`src/rtl/core/kst_ram.sv`:
```
// Generic simple dual-port RAM: one write port, one read port, registered read.
// No dependencies.
`default_nettype none

module kst_ram #(
   parameter int WIDTH = 32,
   parameter int DEPTH = 64
) (
   input  wire logic                     clock,
   input  wire logic                     wr_en,
   input  wire logic [$clog2(DEPTH)-1:0] wr_addr,
   input  wire logic [WIDTH-1:0]         wr_data,
   input  wire logic                     rd_en,
   input  wire logic [$clog2(DEPTH)-1:0] rd_addr,
   output logic      [WIDTH-1:0]         rd_data
);

   logic [WIDTH-1:0] mem [DEPTH];

   // write port
   always_ff @(posedge clock) begin
      if (wr_en) begin
         mem[wr_addr] <= wr_data;
      end
   end

   // registered read port
   always_ff @(posedge clock) begin
      if (rd_en) begin
         rd_data <= mem[rd_addr];
      end
   end

endmodule

`default_nettype wire

```
`config.mk`:
```
export PLATFORM = sky130hd
export DESIGN_NAME = kst_ram
export DESIGN_NICKNAME = d
export VERILOG_FILES = /design/src/rtl/core/kst_ram.sv
export SDC_FILE = /design/constraint.sdc
export NUM_CORES = 2
export LEC_CHECK = 0
export BUFFER_PORTS_ARGS = -buffer_cell sky130_fd_sc_hd__buf_2
export CAP_MARGIN = 0
export CORE_UTILIZATION = 45
export DETAILED_ROUTE_END_ITERATION = 8
export GPL_TIMING_DRIVEN = 0
export PLACE_DENSITY = 0.68
export SYNTH_ARGS = -nofsm -noshare
export SYNTH_HDL_FRONTEND = slang
export SYNTH_SLANG_ARGS = --single-unit
```
`constraint.sdc`:
```
create_clock -name clock -period 3.2 [get_ports clock]
set_input_delay 0.16 -clock clock [delete_from_list [all_inputs] [get_ports clock]]
set_output_delay 0.16 -clock clock [all_outputs]
set_load 0.005 [all_outputs]
```
Word-level counts from Yosys, hierarchy flattened
Memory sizes are Yosys's and may differ from the RTL's. A register that Yosys moved wholly into a read port is not among the register bits.
Index checks and enable logic that the tools add are counted.
Cells by class
  muxes and demuxes: 2
Operators by type and width (number)
  2-to-1 mux 1 bit: 2
Storage, ports and cells
  flip-flop bits (word level): 0
  memory bits (writable): 2048
  bits of input ports: 47
  output and inout port bits: 32
  word-level logic and storage cells: 3
  memories: 1
Memories
  mem: words 64, bits a word 32, rd ports 1, clocked after memory_dff 1, wr ports 1, RTL line 18  | logic [WIDTH-1:0] mem [DEPTH];

Longest topological paths before layout
  depth after elaboration: 2
  mapped depth: 10
  gate-level depth less buffers: 5

Least setup slack after synthesis
Ideal clock, no wire load.
  path type: input -> register
  start point: in wr_addr[3]
  end point: mem mem[48][0] (enable)
  library setup time: 0.461 ns
  data arrival time: 2.859 ns
  required time: 2.739 ns
  path slack: -0.120 ns
  stages on the path: 4
  path buffers: 1
  path through: clkbuf_1 nor2b_1 nand4b_1 nor3_1
RTL lines
  start: declaration: RTL line 11  | input wire logic [$clog2(DEPTH)-1:0] wr_addr,
  end: declaration: RTL line 18
No word-level cell before the write port.

==> results.json <==
{
  "die_x_um": 421,
  "dieHeight_um": 421,
  "clock-root-buffer": "clkbuf_16",
  "wl_per_cell_um": 38.4,
  "synth_top_area_frac": 0.792,
  "synth-simple-area-share": 0.0126,
  "routed_wl_mm": 238,
  "synth_area_per_cell_sq_um": 23.7,
  "vias_per_cell": 6.50,
  "power.share.switching": 0.219,
  "vdd_ir_drop_max_uv": 477,
  "ys_ff_latch": 2080,
  "io_buffers": 70,
  "pwr-share-clk": 0.417,
  "power.internal_mw": 44.8,
  "synth-adder-area-share": 0,
  "synth.distinct_cells": 33,
  "violations": "capacitance limit, slew limit, setup timing",
  "place.gp.congestion": 0.877,
  "ioPinCount": 79,
  "clkSlewWorstSetupHoldPaths_ps": 60,
  "p_comb_frac": 0.055,
  "finalCritPeriodShare": 1.08,
  "slew_violations": 86,
  "grt.overflow.total": 0,
  "synth_compound_area_frac": 0.0167,
  "fmax_mhz": 290,
  "clock-sinks": 2080,
  "crit_type": "input port to register",
  "finalClockSkew_ps": 47.6,
  "track_usage": 0.271,
  "synth_top_family_by_area": "multiplexers",
  "outcome": "complete, but fails checks",
  "synth_edf_count": 2080,
  "max_slew.worst_pin.slew_ps": 1610,
  "synthCells": 3324,
  "maxCapViolations": 3,
  "grt_start_max_net_pins": 65,
  "start_kind": "input port",
  "crit_fanout": 11,
  "clockBufferDepth": 3,
  "finalHoldViolCount": 0,
  "drc": 0,
  "clk_latency_ps": 850,
  "drt_first_iter_violations": 6723,
  "synth_mux_area_frac": 0.167,
  "ant_nets": 0,
  "synth_xor_xnor_area_share": 0,
  "num_rows": 153,
  "area_growth_pct": 16.0,
  "ys_async_sr_fraction": 0,
  "initial_core_util": 0.453,
  "crit_required_ps": 3770,
  "slew_headroom": -0.0715,
  "ys_warn_count": 0,
  "grt_pass1_vias": 39100,
  "p_leak_nw": 28.4,
  "final_nets": 3740,
  "cts_tree": "built",
  "fin_hold_ws_ps": 105,
  "antenna_found_initial": 20,
  "finalSetupViolations": 9,
  "end_kind": "register",
  "seq_power_share": 0.527,
  "ys_seq_area_frac": 0.792,
  "utilization": 0.526,
  "synth_fp_nets": 3371,
  "synth_ff_type": "edfxtp_1",
  "dieArea_sq_mm": 0.177,
  "core_area_sq_mm": 0.174,
  "fin_ws_ps": -244,
  "hold_path_class": "input port to register",
  "synth_area_sq_mm": 0.0788,
  "crit_arrival_ps": 4020,
  "layout_min_cycle_time_ps": 3440,
  "drtPass1Iterations": 7,
  "dp_hpwl_mm": 149,
  "switching_power_mw": 12.6,
  "vias": 40300,
  "drive_above_1_share": 0.306,
  "power.density_mw_per_mm2": 628,
  "synthTopCellsByArea": "edfxtp_1 (79%), mux4_2 (16%), mux2i_1 (1.2%)",
  "htree_levels": 4,
  "grt_pass1_wl_mm": 321,
  "synth_largest_area_cell": "edfxtp_1",
  "cts_buffers": 200
}
-- synth_stat cells, drive strengths merged (7+ instances only) --
| library cell | instances |
|---|---|
| edfxtp | 2080 |
| mux4 | 544 |
| nor2 | 137 |
| buf | 108 |
| mux2i | 93 |
| o22ai | 84 |
| clkbuf | 74 |
| a21oi | 62 |
| o221ai | 27 |
| nand2 | 26 |
| nor2b | 15 |
| a22oi | 12 |
| a311oi | 8 |
| nand2b | 8 |
| nor3 | 7 |
-- critical path: stages --
cell	delay, ps
buf_2	470
buf_2	410
buf_2	380
or2_2	180
buf_1	640
o22ai_1	310
nor2_1	590
a21oi_1	360
nor2_1	470
-- repair_timing --
item | 4_1_cts | 5_1_grt
setup buffers | 2 | 0
pin swaps | 1 | 0
hold buffers | 0 | 11
cloned | 0 | 0
endpoints found under the hold margin | 0 | 205
gates resized for setup | 12 | 33
endpoints found under the setup margin | 15 | 10
-- power by group through the flow --
| stage | sequential, mW | combinational, mW | clock (mW) |
|---|---|---|---|
| final | 30.3 | 3.18 | 24.0 |
| after global routing | 30.3 | 3.23 | 25.0 |
| after CTS | 30.3 | 3.10 | 24.0 |
| after detailed placement | 30.9 | 3.09 | 0 |
| after global placement | 30.9 | 2.95 | 0 |
| after floorplan | 30.8 | 1.47 | 0 |
-- cell type report --
type / count / area, sq um
Timing Repair Buffer: 169 / 2540
Sequential cell: 2080 / 62500
Antenna cell: 10 / 25.0
Multi-Input combinational cell: 1062 / 16000
Buffer: 180 / 930
Clock buffer: 230 / 5180
Fill cell: 12900 / 82600
Tap cell: 2325 / 2910
Clock inverter: 137 / 1420
-- through the flow --
step | setup slack [ps] | power (mW) | cell area, sq um | cells | TNS (ps)
after detailed placement | -1440 | 34.0 | 84600 | 5804 | -28580
after global placement | -2320 | 33.8 | 82100 | 5719 | -3572620
final | -244 | 57.4 | 91500 | 6193 | -959
after CTS | -88.4 | 57.4 | 91300 | 6172 | -88.4
after global routing | -14.8 | 58.6 | 91400 | 6187 | -14.8
after floorplan | 388 | 32.3 | 78800 | 3324 | 0
-- cell usage in the layout (no fill, tap or decap), types with 10 or more instances in the layout --
cell,n
edfxtp_1,2080
mux4_2,544
clkbuf_16,203
buf_2,117
mux2i_1,93
clkbuf_1,84
o22ai_1,83
nor2_1,75
nor2_4,62
a21oi_1,61
clkinv_2,50
buf_16,43
buf_12,43
clkinv_1,39
buf_4,37
o221ai_1,27
nand2_1,26
bufinv_16,24
clkbuf_2,18
nor2b_1,15
buf_1,14
a22oi_1,12
dlygate4sd3_1,11
diode_2,10
-- state kept, by name (all words and copies together), names as in the netlist --
name,flops
rd_data,32
mem,2048
-- kinds of logic (layout without fill, tap and decap cells) --
kind of cell    after synthesis  after routing
compound gates              202            202
buf+inv                     182            716
simple gates                223            223
flops                      2080           2080
mux                         637            637
other cells                   0             10
-- layer usage --
metal  routed length [um]  up-vias  global-route usage  share of wire
met2               110000     3282               0.416           0.46
met5                   29        -                   0        0.00012
met1                82500    21300               0.357           0.35
met4                14600        6               0.139          0.062
li1                     -    15100                   -              -
met3                31200      650              0.0746           0.13
-- path summary, 6_finish.rpt --
path / from / to / slack (ps) / cells after the start
hold reg to reg: mem[12][20] / rd_data[20] / 1090 / 4
hold / removal: rd_en / rd_data[4] / 100 / 1
setup reg to reg: mem[14][11] / rd_data[11] / 480 / 4
setup / recovery: rd_addr[1] / rd_data[7] / -240 / 9
No activity file was read; power rests on OpenSTA's default activity.
