## src/rtl/core/kst_pkg.sv

```systemverilog
// Shared types, constants and helpers of the keyed slot table upsert unit.
// Used by kst_seq, the top level and the port checker; depends on nothing.
`default_nettype none

package kst_pkg;

   // table geometry
   localparam int SLOT_COUNT = 100;
   localparam int SLOT_W     = (SLOT_COUNT > 1) ? $clog2(SLOT_COUNT) : 1;
   localparam int IDX_W      = 7;
   localparam int DATA_W     = 32;
   localparam int REC_W      = 4 * DATA_W;

   localparam logic [SLOT_W-1:0] LAST_SLOT  = SLOT_W'(SLOT_COUNT - 1);
   localparam logic [IDX_W:0]    SLOT_LIMIT = (IDX_W + 1)'(SLOT_COUNT);

   // request opcodes
   localparam logic [1:0] OP_PLACE  = 2'd0;
   localparam logic [1:0] OP_UPSERT = 2'd1;
   localparam logic [1:0] OP_READ   = 2'd2;

   // response status codes
   localparam logic [1:0] ST_DONE     = 2'd0;
   localparam logic [1:0] ST_NOT_LIVE = 2'd1;
   localparam logic [1:0] ST_FULL     = 2'd2;
   localparam logic [1:0] ST_RANGE    = 2'd3;

   typedef struct packed {
      logic [DATA_W-1:0] key;
      logic [DATA_W-1:0] rating_a;
      logic [DATA_W-1:0] rating_b;
      logic [DATA_W-1:0] flags;
   } rec_type;

   typedef struct packed {
      logic              en;
      logic [SLOT_W-1:0] addr;
      rec_type           rec;
   } wr_type;

   typedef struct packed {
      logic              en;
      logic [SLOT_W-1:0] addr;
   } rd_type;

   typedef struct packed {
      logic [1:0]       status;
      logic [IDX_W-1:0] used;
      rec_type          rec;
   } res_type;

   typedef enum logic [2:0] {
      S_IDLE,
      S_DISPATCH,
      S_RD_WAIT,
      S_SCAN,
      S_FIN
   } state_type;

   // live: flag bit 0 set and key above zero as a signed word
   function automatic logic is_live(rec_type r);
      return r.flags[0] && !r.key[DATA_W-1] && (r.key != '0);
   endfunction

   function automatic logic in_range(logic [IDX_W-1:0] idx);
      return {1'b0, idx} < SLOT_LIMIT;
   endfunction

endpackage

`default_nettype wire

```

## src/rtl/core/kst_seq.sv

```systemverilog
// Sequencer and shared key compare unit of the keyed slot table upsert unit.
// Decodes a request, scans the table one slot a cycle, builds the response.
// Depends on kst_pkg.
`default_nettype none

module kst_seq (
   input  wire logic                      clock,
   input  wire logic                      reset,
   input  wire logic                      req_valid,
   output logic                           req_ready,
   input  wire logic [1:0]                req_op,
   input  wire logic [kst_pkg::IDX_W-1:0] req_idx,
   input  wire kst_pkg::rec_type          req_rec,
   input  wire kst_pkg::rec_type          rd_rec,
   input  wire logic                      out_free,
   output kst_pkg::wr_type                wr,
   output kst_pkg::rd_type                rd,
   output logic                           res_load,
   output kst_pkg::res_type               res
);

   kst_pkg::state_type state_ff, state_in;

   // latched request
   logic [1:0]                op_ff;
   logic [kst_pkg::IDX_W-1:0] idx_ff;
   kst_pkg::rec_type          rec_ff;

   // scan bookkeeping
   logic [kst_pkg::SLOT_W-1:0] scan_ff, scan_in;
   logic [kst_pkg::SLOT_W-1:0] cmp_ff, cmp_in;
   logic                       pend_ff, pend_in;
   logic                       free_seen_ff, free_seen_in;
   logic [kst_pkg::SLOT_W-1:0] free_slot_ff, free_slot_in;

   kst_pkg::res_type res_ff, res_in;

   logic                       idx_ok;
   logic                       new_live;
   logic [kst_pkg::SLOT_W-1:0] idx_slot;
   logic                       scan_hit;
   logic                       scan_free;
   logic                       scan_last;

   assign idx_ok    = kst_pkg::in_range(idx_ff);
   assign new_live  = kst_pkg::is_live(rec_ff);
   assign idx_slot  = idx_ff[kst_pkg::SLOT_W-1:0];

   // shared compare unit: one stored slot against the request key
   assign scan_hit  = rd_rec.flags[0] && (rd_rec.key == rec_ff.key);
   assign scan_free = !rd_rec.flags[0];
   assign scan_last = (cmp_ff == kst_pkg::LAST_SLOT);

   assign req_ready = (state_ff == kst_pkg::S_IDLE);
   assign res       = res_ff;

   // next state
   always_comb begin
      state_in = state_ff;
      unique case (state_ff)
         kst_pkg::S_IDLE: begin
            if (req_valid) begin
               state_in = kst_pkg::S_DISPATCH;
            end
         end
         kst_pkg::S_DISPATCH: begin
            if (op_ff == kst_pkg::OP_UPSERT && new_live) begin
               state_in = kst_pkg::S_SCAN;
            end else if (op_ff == kst_pkg::OP_READ && idx_ok) begin
               state_in = kst_pkg::S_RD_WAIT;
            end else begin
               state_in = kst_pkg::S_FIN;
            end
         end
         kst_pkg::S_RD_WAIT: begin
            state_in = kst_pkg::S_FIN;
         end
         kst_pkg::S_SCAN: begin
            if (pend_ff && (scan_hit || scan_last)) begin
               state_in = kst_pkg::S_FIN;
            end
         end
         kst_pkg::S_FIN: begin
            if (out_free) begin
               state_in = kst_pkg::S_IDLE;
            end
         end
         default: state_in = kst_pkg::S_IDLE;
      endcase
   end

   // datapath controls and response build
   always_comb begin
      wr           = '0;
      rd           = '0;
      res_load     = 1'b0;
      res_in       = res_ff;
      scan_in      = scan_ff;
      cmp_in       = cmp_ff;
      pend_in      = pend_ff;
      free_seen_in = free_seen_ff;
      free_slot_in = free_slot_ff;
      unique case (state_ff)
         kst_pkg::S_IDLE: begin
            res_in        = '0;
            res_in.status = kst_pkg::ST_NOT_LIVE;
            scan_in       = '0;
            pend_in       = 1'b0;
            free_seen_in  = 1'b0;
         end
         kst_pkg::S_DISPATCH: begin
            case (op_ff)
               kst_pkg::OP_PLACE: begin
                  if (!idx_ok) begin
                     res_in.status = kst_pkg::ST_RANGE;
                  end else if (new_live) begin
                     wr.en         = 1'b1;
                     wr.addr       = idx_slot;
                     wr.rec        = rec_ff;
                     res_in.status = kst_pkg::ST_DONE;
                     res_in.used   = idx_ff;
                  end
               end
               kst_pkg::OP_READ: begin
                  if (!idx_ok) begin
                     res_in.status = kst_pkg::ST_RANGE;
                  end else begin
                     rd.en   = 1'b1;
                     rd.addr = idx_slot;
                  end
               end
               default: ;
            endcase
         end
         kst_pkg::S_RD_WAIT: begin
            res_in.used = idx_ff;
            if (kst_pkg::is_live(rd_rec)) begin
               res_in.status = kst_pkg::ST_DONE;
               res_in.rec    = rd_rec;
            end
         end
         kst_pkg::S_SCAN: begin
            // issue one read a cycle, compare the one issued last cycle
            rd.en   = 1'b1;
            rd.addr = scan_ff;
            if (scan_ff != kst_pkg::LAST_SLOT) begin
               scan_in = scan_ff + 1'b1;
            end
            cmp_in  = scan_ff;
            pend_in = 1'b1;
            if (pend_ff) begin
               if (scan_hit) begin
                  wr.en         = 1'b1;
                  wr.addr       = cmp_ff;
                  wr.rec        = rec_ff;
                  res_in.status = kst_pkg::ST_DONE;
                  res_in.used   = kst_pkg::IDX_W'(cmp_ff);
               end else if (scan_last) begin
                  if (free_seen_ff) begin
                     wr.en         = 1'b1;
                     wr.addr       = free_slot_ff;
                     wr.rec        = rec_ff;
                     res_in.status = kst_pkg::ST_DONE;
                     res_in.used   = kst_pkg::IDX_W'(free_slot_ff);
                  end else if (scan_free) begin
                     wr.en         = 1'b1;
                     wr.addr       = cmp_ff;
                     wr.rec        = rec_ff;
                     res_in.status = kst_pkg::ST_DONE;
                     res_in.used   = kst_pkg::IDX_W'(cmp_ff);
                  end else begin
                     res_in.status = kst_pkg::ST_FULL;
                  end
               end else if (!free_seen_ff && scan_free) begin
                  free_seen_in = 1'b1;
                  free_slot_in = cmp_ff;
               end
            end
         end
         kst_pkg::S_FIN: begin
            res_load = out_free;
         end
         default: ;
      endcase
   end

   // control registers
   always_ff @(posedge clock) begin
      if (reset) begin
         state_ff     <= kst_pkg::S_IDLE;
         pend_ff      <= 1'b0;
         free_seen_ff <= 1'b0;
      end else begin
         state_ff     <= state_in;
         pend_ff      <= pend_in;
         free_seen_ff <= free_seen_in;
      end
   end

   // payload registers
   always_ff @(posedge clock) begin
      if (req_valid && req_ready) begin
         op_ff  <= req_op;
         idx_ff <= req_idx;
         rec_ff <= req_rec;
      end
      scan_ff      <= scan_in;
      cmp_ff       <= cmp_in;
      free_slot_ff <= free_slot_in;
      res_ff       <= res_in;
   end

endmodule

`default_nettype wire

```

## config.mk

```make
export PLATFORM = sky130hd
export DESIGN_NAME = kst_seq
export DESIGN_NICKNAME = d
export VERILOG_FILES = /design/src/rtl/core/kst_pkg.sv /design/src/rtl/core/kst_seq.sv
export SDC_FILE = /design/constraint.sdc
export NUM_CORES = 1
export LEC_CHECK = 0
export ABC_AREA = 1
export BUFFER_PORTS_ARGS = -buffer_cell sky130_fd_sc_hd__buf_4
export CORE_AREA = 3 3 214 216
export DETAILED_ROUTE_END_ITERATION = 10
export DIE_AREA = 0 0 217 219
export REMOVE_ABC_BUFFERS = 1
export SLEW_MARGIN = 10
export SYNTH_ARGS = -nofsm -noshare
export SYNTH_HDL_FRONTEND = slang
export SYNTH_SLANG_ARGS = --single-unit
```

## constraint.sdc

```tcl
create_clock -name clock -period 38.5 [get_ports clock]
set_clock_uncertainty 0.15 [all_clocks]
set_input_delay 7.7 -clock clock [delete_from_list [all_inputs] [get_ports clock]]
set_output_delay 7.7 -clock clock [all_outputs]
set_load 0.01 [all_outputs]
```

# ---- Yosys cells after proc, flatten, opt, wreduce, memory -nomap -nowiden
# Index checks and enable logic that the tools add are counted.
# W data, S select, Z words.
dict set report word_totals {
  regBits 300
  latchBits 0
  ram_bits 0
  rom_bits 0
  output_inout_bits 283
  wordCells 120
  memories 0
}
dict set report classes {
  addsub 1
  mul 0
  div_mod_pow 0
  magnitude_cmp 1
  eq_ne 26
  shift 0
  mux 43
  bitwise_logic 2
  reduce_logical 29
}
# cell n
set op_table {}
lappend op_table {{$mux W136} 8}
lappend op_table {{$pmux W136 S2} 1}
lappend op_table {{$pmux W128 S2} 1}
lappend op_table {{$mux W128} 1}
lappend op_table {{$reduce_bool A32 Y1} 2}
lappend op_table {{$mux W9} 5}
lappend op_table {{$pmux W9 S4} 1}
lappend op_table {{$eq A32 B32 Y1} 1}
lappend op_table {{$mux W7} 4}
lappend op_table {{$ne A2 B2 Y1 const B} 11}
lappend op_table {{$mux W8} 2}
lappend op_table {{$pmux W8 S2} 1}
lappend op_table {{$mux W3} 5}
lappend op_table {{$pmux W3 S5} 1}
lappend op_table {{$pmux W7 S2} 1}
lappend op_table {{$reduce_and A7 Y1} 2}
lappend op_table {{$logic_and A1 B1 Y1} 10}
lappend op_table {{$reduce_and A5 Y1} 2}
lappend op_table {{$mux W2} 4}
lappend op_table {{$ne A4 B4 Y1 const B} 2}
lappend op_table {{$add A7 B1 Y7 const B} 1}
lappend op_table {{$eq A7 B7 Y1 const B} 1}
lappend op_table {{$lt A7 B7 Y1 const B} 1}
lappend op_table {{$ne A7 B7 Y1 const B} 1}
lappend op_table {{20 further kinds} 33}

# ---- Depth between registers and ports, before layout
dict set report logic_depth {
  word_depth 7
  depth_mapped 14
  ltp_nobuf 14
}

# ---- Least setup slack after synthesis
# OpenSTA, ideal clock, no wires.
dict set report synth_timing {
  kind {input -> register}
  from {input rd_rec[119] in the netlist's numbering}
  to {register res_ff, in the netlist res[0] (enable)}
  arrival_ps 16966
  slack_ps 20592
  cell_stages 6
  n_path_buf 0
  cell_sequence {inv_1 nand4_1 nor2_1 nand3_1 o21bai_1 o21ai_0}
}
dict set report synth_between {
  elab_chain_len 4
}
# element line_no
set synth_rtl {}
lappend synth_rtl {{from (decl)} kst_seq.sv:14} ;# input wire kst_pkg::rec_type rd_rec,
lappend synth_rtl {{$reduce_bool A32 Y1} kst_pkg.sv:62} ;# return r.flags[0] && !r.key[DATA_W-1] && (r.key != '0);
lappend synth_rtl {{$logic_and A1 B1 Y1} kst_pkg.sv:62}
lappend synth_rtl {{$ne A2 B2 Y1 (no source line)} --}
lappend synth_rtl {{$reduce_and A2 Y1 (no source line)} --}
lappend synth_rtl {{to (signal assigned)} kst_seq.sv:210} ;# res_ff <= res_in;
lappend synth_rtl {{to (decl)} kst_seq.sv:36} ;# kst_pkg::res_type res_ff, res_in;
# Every way passes these cells.
# A chain may end at the register's enable or synchronous reset.

==> impl_results.md <==
- Status: complete, no violations
- Slew Viols, Final: 0
- Die W: 217 µm
- Total number of vias: 10120
- Remaining routing DRC violations: 0
- Number of synthesized register bits: 300
- Worst Tran Pin Value: 1.010 ns
- CTS root buf: clkbuf_16
- Total setup buffers inserted after CTS: 0
- Post-Syn Area: 0.01301 mm²
- PwrDens: 64.67 mW/mm²
- Pre-CTS setup slack: 19.84 ns
- Total I/O pin count: 552
- Hpwl dp: 32600 µm
- Post-synthesis compound-gate area fraction: 10.50%
- Largest family of logic cells by synthesized area: simple AND/OR/NAND/NOR gates
- Drt initial violations: 634
- Post-CTS sizing: 0
- Total power: 0.001220 W
- Pleak: 8.640 nW
- Clock Tree Buf Depth: 3
- Die Y-Extent: 219 µm
- Final hold viol count: 0
- Hold crit path type: reg -> reg
- Pin count of the biggest net entering global routing: 78
- Final RePlAce weighted congestion: 0.8816
- Crit Path Max Fanout: 77
- Core Region: 0.04412 mm²
- DR WL/cell: 18.44 µm
- Sequential fraction of the synthesis area: 68.87%
- Max cap viols: 0
- Max VDD drop: 0.03783 mV
- Clock Pin Slew Worst Setup and Hold Paths: 0.06 ns
- RSZ-0062 raised after global routing: no
- Initial antenna violation count: 4
- TritonCTS Buffers: 35
- Vias in the first global route: 10160
- Final Non-Filler Cells: 2302
- Inst Count DP: 2238
- # clock sinks: 300
- CTS tree: built
- CP startpoint kind: input pin
- Fill count: 4232
- Layout cells sized above 1: 38.47%
- Worst skew pair latency: 0.53 ns
- Setup slack after layout: 19.89 ns
- Min Tclk post-route: 18.61 ns
- Crit path top cell by count: nand2_1
- Global route overflow: 0
- CP Capture Type: output pin
- Tcrit/Tclk final: 48.34%
- Mux contribution to synthesized area: 0%
- Fmax: 0.05373 GHz
- Hold_buf cts: 0
- Post-Synth XOR/XNOR Area: 0.6059%
- Cell row count: 77
- Routed WL: 42450 µm
- Gate count after technology mapping: 1135
- Drt first pass iters: 5
- # port buffers: 551
- Commonest non-fill, non-tap cells in the layout: 558 x buf_4, 295 x edfxtp_1, 202 x inv_1, 185 x nor2_1, 122 x nand2_1
- WP data arrival: 10.76 ns
- Initial Util: 29.48%
- Die Footprint: 0.04752 mm²
- Yosys top cell area share: 68.10%
- Fin area: 0.01886 mm²
- Post-synth top area cell: edfxtp_1
- Yosys warnings: 0
- Vias/cell: 4.397
- Cell variety after synth: 40
- Commonest non-fill, non-tap cell in the layout: buf_4
- Area grow syn2layout: 45.01%
- Worst path slowest cell: buf_4
- Antenna-violating nets left: 0
- Crit Path Class: in -> out
- Max stage delay on crit path: 0.65 ns
- Simple-gate portion of the synthesized area: 11.98%
- Setup TNS: 0 ns
- Total Routing Usage GR: 16.94%
- H-tree depth: 2
- Synthesized area per cell: 11.46 µm²
- Critical Path RT: 30.65 ns
- # setup viols final: 0
- Global-route wire length before repair: 60920 µm
- Rel. slew slack: 31.97%
- Top cells by area, synth: edfxtp_1 68%, inv_1 5.8%, nor2_1 5.4%
- Fin nets: 1953
- Post-Synth Adder-Cell Area: 0.09618%
- CP Cell Sequence: buf_4, inv_1, nand2_1, nand2_1, nand2_1, nor2_1, nand3_1, nor2_1, nand3_1, nand2_1, nand3_4, buf_4, a21boi_0, buf_4
- Placed cell area: 0.01772 mm²
==> synthesized netlist by cell type <==
| master | number |
|---|---|
| buf_4 | 4 |
| nand2_1 | 123 |
| a21boi_2 | 10 |
| inv_2 | 7 |
| xor2_1 | 3 |
| o21ai_2 | 1 |
| buf_1 | 1 |
| nor3_1 | 17 |
| dfxtp_1 | 5 |
| clkbuf_1 | 26 |
| nor2_4 | 1 |
| a21oi_1 | 16 |
| clkinv_1 | 1 |
| o21ai_0 | 32 |
| a21boi_1 | 22 |
| inv_1 | 202 |
| nand3_1 | 24 |
| ha_1 | 1 |
| clkbuf_2 | 1 |
| nand2_2 | 1 |
| and3_1 | 4 |
| and2_1 | 1 |
| nand3b_1 | 2 |
| nand3_4 | 1 |
| o21bai_1 | 8 |
| clkbuf_4 | 1 |
| edfxtp_1 | 295 |
| buf_6 | 5 |
| and2_0 | 1 |
| xnor2_1 | 6 |
| a21oi_2 | 27 |
| o21ai_1 | 5 |
| o21a_1 | 1 |
| a21boi_0 | 67 |
| nor2_2 | 2 |
| nor2_1 | 186 |
| a211oi_1 | 1 |
| buf_2 | 9 |
| nor4_1 | 8 |
| nand4_1 | 7 |
==> kinds of logic (layout without fill, tap and decap cells) <==
| family | count (synthesis) | in the layout |
|---|---|---|
| other | 0 | 2 |
| and+or+nand+nor | 378 | 378 |
| buffers and inverters | 257 | 830 |
| xor gates and xnor gates | 9 | 9 |
| AOI/OAI and AO/OA | 190 | 190 |
| DFF | 300 | 300 |
| adders and majority gates | 1 | 1 |
==> layout make-up <==
class                      instances  area (µm²)  area share (%)
antenna                            2       5.005         0.02653
clock buffer                      44       952.2           5.047
clock inverter                    18       185.2          0.9816
inverter                         210       790.8           4.192
multi-input combinational        578        3043           16.13
sequential                       300        8959           47.49
tap                              592       740.7           3.927
timing repair buffer             558        4189           22.21
==> worst paths after layout <==
path                                  from                        end  slack (ns)  cells after the start
setup / recovery               rd_rec[127]                     wr[54]       19.89                     14
hold / removal         cmp_ff[6]$_DFFE_PP_  free_slot_ff[6]$_DFFE_PP_        0.30                      0
setup reg to reg  state_ff[1]$_SDFFE_PP0P_      res[68]$_SDFFCE_PP0P_       34.88                      6
hold reg to reg        cmp_ff[6]$_DFFE_PP_  free_slot_ff[6]$_DFFE_PP_        0.30                      0
==> power by group <==
group          switching, W  internal [W]
Clock              0.000130      0.000202
Sequential        0.0000417      0.000514
Combinational      0.000204      0.000128
Total              0.000376      0.000844
==> metrics by stage <==
stage	hold WS, ns	utilization, %
after floorplan	0.2764	-
after CTS	0.2996	42.74
after global routing	0.3052	42.75
final	0.3001	42.75
after global placement	0.2885	40.16
after detailed placement	0.2857	40.16
==> layer usage <==
layer  part of all wire [%]  routed length (µm)  vias up  track usage [%]
met5                  0.073                  31        -                0
met4                    3.5                1493        4            6.240
met3                    9.5                4046       79            5.968
met2                     48               20540      458            29.26
met1                     38               16340     4707            19.41
li1                       -                   -     4874                -
==> registers in the layout, indices dropped and copies added (netlist names) <==
signal	cells
res	137
rec_ff	128
cmp_ff	7
free_slot_ff	7
idx_ff	7
scan_ff	7
state_ff	3
op_ff	2
free_seen_ff	1
pend_ff	1
==> worst max-delay path: cells and delay by family <==
family,cells,cell delay [ns]
simple gates,9,1.70
buf+inv,4,1.02
compound gates,1,0.29
Power figures use the tool's default switching activity.
